<file path="src/dht_pkg.sv">
// shared types and constants for the double hash table engine
package dht_pkg;

   localparam logic [1:0] CMD_GET    = 2'd0;
   localparam logic [1:0] CMD_SET    = 2'd1;
   localparam logic [1:0] CMD_TEST   = 2'd2;
   localparam logic [1:0] CMD_DELETE = 2'd3;

   localparam logic [1:0] STATUS_OK     = 2'd0;
   localparam logic [1:0] STATUS_UNINIT = 2'd1;
   localparam logic [1:0] STATUS_FULL   = 2'd2;

   localparam logic [1:0] MARK_EMPTY   = 2'd0;
   localparam logic [1:0] MARK_USED    = 2'd1;
   localparam logic [1:0] MARK_DELETED = 2'd2;

   localparam logic [2:0] REG_TABLE_SIZE      = 3'd0;
   localparam logic [2:0] REG_REHASH_MODULUS  = 3'd1;
   localparam logic [2:0] REG_MAX_ENTRIES     = 3'd2;
   localparam logic [2:0] REG_DEFAULT_PRESENT = 3'd3;
   localparam logic [2:0] REG_DEFAULT_VALUE   = 3'd4;

   localparam logic [11:0] RESET_TABLE_SIZE     = 12'd1153;
   localparam logic [11:0] RESET_REHASH_MODULUS = 12'd1151;
   localparam logic [11:0] RESET_MAX_ENTRIES    = 12'd1024;

   localparam int CFG_BITS = 32;
   localparam int MOD_BITS = 12;

   typedef enum logic [3:0] {
      ST_IDLE,
      ST_CLEAR,
      ST_MOD,
      ST_STEP,
      ST_READ,
      ST_CHECK,
      ST_DECIDE,
      ST_WRITE,
      ST_OUT
   } state_type;

   // controller to datapath
   typedef struct packed {
      logic clear_step;
      logic load_req;
      logic mod_start;
      logic calc_step;
      logic mem_read;
      logic check;
      logic decide;
      logic write;
      logic out_load;
   } cmd_type;

   // datapath to controller
   typedef struct packed {
      logic clear_done;
      logic mod_done;
      logic probe_done;
   } sts_type;

endpackage

</file>
<file path="src/dht_ctrl.sv">
// control state machine of the hash table engine
module dht_ctrl (
   input  logic             clock,
   input  logic             reset,
   input  logic             req_valid,
   output logic             req_ready,
   input  logic             rsp_busy,
   input  dht_pkg::sts_type sts,
   output dht_pkg::cmd_type cmd
);
   import dht_pkg::*;

   state_type state_ff, state_in;

   // next state
   always_comb begin
      state_in = state_ff;
      case (state_ff)
         ST_CLEAR:  if (sts.clear_done) state_in = ST_IDLE;
         ST_IDLE:   if (req_valid) state_in = ST_MOD;
         ST_MOD:    if (sts.mod_done) state_in = ST_STEP;
         ST_STEP:   state_in = ST_READ;
         ST_READ:   state_in = ST_CHECK;
         ST_CHECK:  state_in = sts.probe_done ? ST_DECIDE : ST_READ;
         ST_DECIDE: state_in = ST_WRITE;
         ST_WRITE:  state_in = ST_OUT;
         ST_OUT:    if (!rsp_busy) state_in = ST_IDLE;
         default:   state_in = ST_CLEAR;
      endcase
   end

   // outputs
   always_comb begin
      cmd = '0;
      req_ready = 1'b0;
      case (state_ff)
         ST_CLEAR: cmd.clear_step = 1'b1;
         ST_IDLE: begin
            req_ready = 1'b1;
            cmd.load_req = req_valid;
            cmd.mod_start = req_valid;
         end
         ST_STEP:   cmd.calc_step = 1'b1;
         ST_READ:   cmd.mem_read = 1'b1;
         ST_CHECK:  cmd.check = 1'b1;
         ST_DECIDE: cmd.decide = 1'b1;
         ST_WRITE:  cmd.write = 1'b1;
         ST_OUT:    cmd.out_load = !rsp_busy;
         default:   cmd = '0;
      endcase
   end

   always_ff @(posedge clock) begin
      if (reset) state_ff <= ST_CLEAR;
      else state_ff <= state_in;
   end

   // requests only taken when idle
   a_ready_idle: assert property (@(posedge clock) disable iff (reset)
      req_ready |-> state_ff == ST_IDLE) else $error("ready outside idle");
   a_clear_first: assert property (@(posedge clock)
      $past(reset) && !reset |-> state_ff == ST_CLEAR) else $error("no clear after reset");
   a_out_then_idle: assert property (@(posedge clock) disable iff (reset)
      cmd.out_load |=> state_ff == ST_IDLE) else $error("output not followed by idle");
endmodule

</file>
<file path="config.mk">
export PLATFORM = sky130hd
export DESIGN_NAME = dht_ctrl
export DESIGN_NICKNAME = d
export VERILOG_FILES = /design/src/dht_pkg.sv /design/src/dht_ctrl.sv
export SDC_FILE = /design/constraint.sdc
export NUM_CORES = 1
export LEC_CHECK = 0
export BUFFER_PORTS_ARGS = -buffer_cell sky130_fd_sc_hd__buf_2
export CORE_AREA = 2 2 39 41
export CTS_BUF_LIST = sky130_fd_sc_hd__clkbuf_4 sky130_fd_sc_hd__clkbuf_8
export CTS_CLUSTER_DIAMETER = 120
export DETAILED_ROUTE_END_ITERATION = 8
export DIE_AREA = 0 0 41 43
export GPL_ROUTABILITY_DRIVEN = 0
export HOLD_SLACK_MARGIN = 0.06
export PLACE_DENSITY = 0.47
export SYNTH_ARGS = -nofsm -noshare
export SYNTH_HDL_FRONTEND = slang
export SYNTH_SLANG_ARGS = --single-unit
</file>
<file path="constraint.sdc">
create_clock -name clock -period 1.6 [get_ports clock]
set_input_delay 0.24 -clock clock [delete_from_list [all_inputs] [get_ports clock]]
set_output_delay 0.24 -clock clock [all_outputs]
set_load 0.02 [all_outputs]
</file>
Word-level counts from Yosys, hierarchy flattened
Cells that the tools add are included.
{"block": "op_classes", "eq_ne": 12, "muxes": 15, "n_reduce_logical": 3}
{"operator": "4-bit one-hot mux with 9 select lines", "count": 1}
{"operator": "4-bit by 3-bit equality test with 1-bit output, second input constant", "count": 4}
{"operator": "4-bit two-way mux", "count": 4}
{"operator": "4-bit by 2-bit equality test with 1-bit output, second input constant", "count": 2}
{"operator": "1-bit two-way mux", "count": 8}
{"operator": "2-bit inequality test, second input constant", "count": 4}
{"operator": "4-bit by 1-bit equality test with 1-bit output, second input constant", "count": 1}
{"operator": "4-bit equality test, second input constant", "count": 1}
{"operator": "4-bit zero test", "count": 1}
{"operator": "2-bit two-way mux", "count": 2}
{"operator": "4-bit AND reduction", "count": 1}
{"operator": "1-bit zero test", "count": 1}
{"block": "totals", "register_bits": 4, "word_cells": 31, "inputBits": 7, "output_inout_bits": 10}

Logic depth before layout (Yosys ltp)
{"block": "depth", "word_depth": 3, "mapped_depth": 4, "depth_no_buf": 3}

Worst setup path after synthesis
No wires, ideal clock.
{"block": "synth_timing", "path_type": "register -> output", "startpoint": "register state_ff[2]", "endpoint": "output port cmd[7] in the netlist's numbering", "t_arrival_ns": 1.746, "stages_incl_launch_ff": 5, "setup_slack_ns": -0.386, "cell_sequence": "dfxtp_1 buf_6 nor4_1 and2_1 buf_4"}
{"item": "start: declaration", "line_no": "dht_ctrl.sv:13", "rtl": "state_type state_ff, state_in;"}
{"item": "start signal: assignment", "line_no": "dht_ctrl.sv:55", "rtl": "else state_ff <= state_in;"}
{"item": "end: declaration", "line_no": "dht_ctrl.sv:9", "rtl": "output dht_pkg::cmd_type cmd"}

==> results.md <==
- Cell taking the most area after synthesis: dfxtp_1
- Async SR Flop Fraction: 0%
- CORE AREA: 1380 um^2
- Maximum vdd drop: 0.310 mV
- Crit path cell chain: nor4b_4, nor2b_1, buf_2
- P_leak: 0.201 nW
- Clock Tree Buf Depth: 2
- Vias in the first global route: 265
- Critical path's top delay family: flip-flops
- Max Cap Violations: 0
- Period minus WS final: 1.51 ns
- Met2 Usage GRT: 11.9%
- Num CTS Buffers: 3
- Sequential fraction of the synthesis area: 25.0%
- R2R setup slack: 0.49 ns
- Crit Path Class: reg -> out
- Placed cells: 67
- GR peak layer: met1
- Max Clk Rate: 663 MHz
- Final Setup Violations: 0
- Mapped Cells: 38
- # H-tree levels: 1
- DRT Wirelength: 791 um
- Via count: 325
- DP Area: 414 um^2
- Gr ovfl total: 0
- Synthesized area per cell: 8.43 um^2
- Fin. Hold Viols: 0
- Non-Filler Instances: 70
- Tightest Pin Transition: 0.262 ns
- NumNets Final: 63
- Pre-antenna DRT Iters: 3
- Worst EP required: 1.36 ns
- TritonCTS clock tree: done
- Antenna Nets Post-Route: 0
- Synth area leaders: dfxtp_1 25%, nor4b_4 7.4%, nor3_1 6.3%, buf_4 4.7%, a211oi_2 3.9%
- Antenna violations before repair: 0
- Area delta synth->final: 41.4%
- P per Cell Area: 823 nW/um^2
- Max Slew Vio Count: 0
- Reg clk slew, reported paths: 0.04 ns
- Post-synth EDFFs: 0
- Mapped Nets: 45
- Share of cells above drive strength 1: 55.6%
- Max stage delay on crit path: 0.45 ns
- FF+latch count, synth: 4
- Starting Density: 23.1%
- I/O pin cnt: 17
- Die ar.: 1760 um^2
- Crit path max-delay cell type: dfxtp_2
- Synth cell types: 26
- Finished Cell Area: 453 um^2
- Setup crit start kind: flop
- Top reg by flops: state_ff
- RSZ-0062 raised after global routing: no
- CP Buf/Inv Count: 1
- First-pass GRT wire length: 1.17 mm
- Met1 Use GR: 14.4%
- Clock Latency Late Sink: 0.25 ns
- Die height: 43 um
- Clk Tree Root Cell: clkbuf_4
- Commonest cells post-synth: 4 x dfxtp_1, 4 x nor3_1, 3 x nand2_1
- Max FFs per register: 4
- Num rows: 14
- Max-slew headroom: 82.6%
- Via/cell ratio: 4.64
- Largest net degree at the start of global routing: 12
- Routed wire per std cell: 11.3 um
- DIE WIDTH: 41 um
- Skew final: 0.000189 ns
- GRT Util Overall: 10.2%
- Outcome: finished, final reports clean
- CP arrival: 1.27 ns
- Yosys top cell area share: 25.0%
- Regs by FF count: state_ff (4)
- Crit-path max FO: 10
- HP Class: in -> reg
- Met3 Use GR: 2.09%
- Mapped Area: 320 um^2
- Clock sinks: 4
- Yosys warnings: 0
- Final period util: 94.3%
- Top_reg_cell synth: dfxtp_1
- First-iteration detailed-routing DRC count: 1
- HPWL Detailed: 582 um
- CP Capture Type: output port
- DRC: 0
- Antenna cells: 0
- IO Port Bufs: 16
cells in the final DEF (no fill, tap or decap), types with 2 or more instances in the layout:
cell type  instances
buf_4              2
clkbuf_4           3
inv_1              2
nand2_1            3
dfxtp_2            4
and2_1             2
buf_2             16
nor3_1             3
worst register-to-register path: cells and delay by family (launching register included):
kind | cells | cell delay [ns]
compound gates | 2 | 0.32
simple gates | 1 | 0.22
flops | 1 | 0.45
per-layer routing:
metal | vias up | part of all wire [%]
met1 | 142 | 49
li1 | 169 | -
met5 | - | 0
met2 | 12 | 44
met3 | 2 | 4.0
met4 | 0 | 2.8
repair_timing:
item | in CTS | in global routing
hold buffers | 0 | 0
hold endpoints to repair | 0 | 0
setup buffers | 0 | 0
endpoints found under the setup margin | 2 | 9
gates cloned | 0 | 0
resized for setup | 2 | 4
per-stage QoR:
stage / TNS (ns) / hold WS [ns] / power [mW] / worst slack (ns) / utilization (%)
2_1_floorplan: 0 / 0.305 / 0.204 / 0.0162 / -
3_3_place_gp: 0 / 0.467 / 0.234 / 0.183 / 29.9
3_5_place_dp: 0 / 0.464 / 0.232 / 0.213 / 29.9
4_1_cts: -0.0114 / 0.194 / 0.376 / -0.00994 / 32.0
5_1_grt: 0 / 0.215 / 0.394 / 0.0131 / 32.7
6_report: 0 / 0.201 / 0.373 / 0.0911 / 32.7
cell families (layout without fill, tap and decap cells):
| logic type | after synthesis | count (layout) | synth area share [%] |
|---|---|---|---|
| buf+inv | 7 | 23 | 13.7 |
| xor+xnor | 1 | 1 | 2.73 |
| flops | 4 | 4 | 25.0 |
| simple gates | 18 | 18 | 38.3 |
| mux | 1 | 1 | 3.13 |
| compound gates | 7 | 7 | 17.2 |
layout make-up:
| class | count | area [um^2] |
|---|---|---|
| Fill cell | 153 | 931 |
| Sequential cell | 4 | 85.1 |
| Multi-Input combinational cell | 27 | 223 |
| Timing Repair Buffer | 18 | 95.1 |
| Inverter | 2 | 7.51 |
| Tap cell | 16 | 20.0 |
| Clock buffer | 3 | 22.5 |
where the power goes:
group	switching [mW]	internal (mW)	leakage [nW]	total (mW)
clock network	0.0547	0.0848	0.0138	0.140
registers	0.0218	0.108	0.0340	0.130
logic	0.0540	0.0492	0.153	0.103
total	0.131	0.242	0.201	0.373
final timing paths:
| kind | depth (start not counted) | startpoint | end |
|---|---|---|---|
| max | 3 | state_ff[3] | cmd[0] |
| max reg2reg | 3 | state_ff[3] | state_ff[3] |
| min | 2 | reset | state_ff[3] |
| min reg2reg | 1 | state_ff[3] | state_ff[1] |
Note: power is estimated with default switching activity, not from simulation.
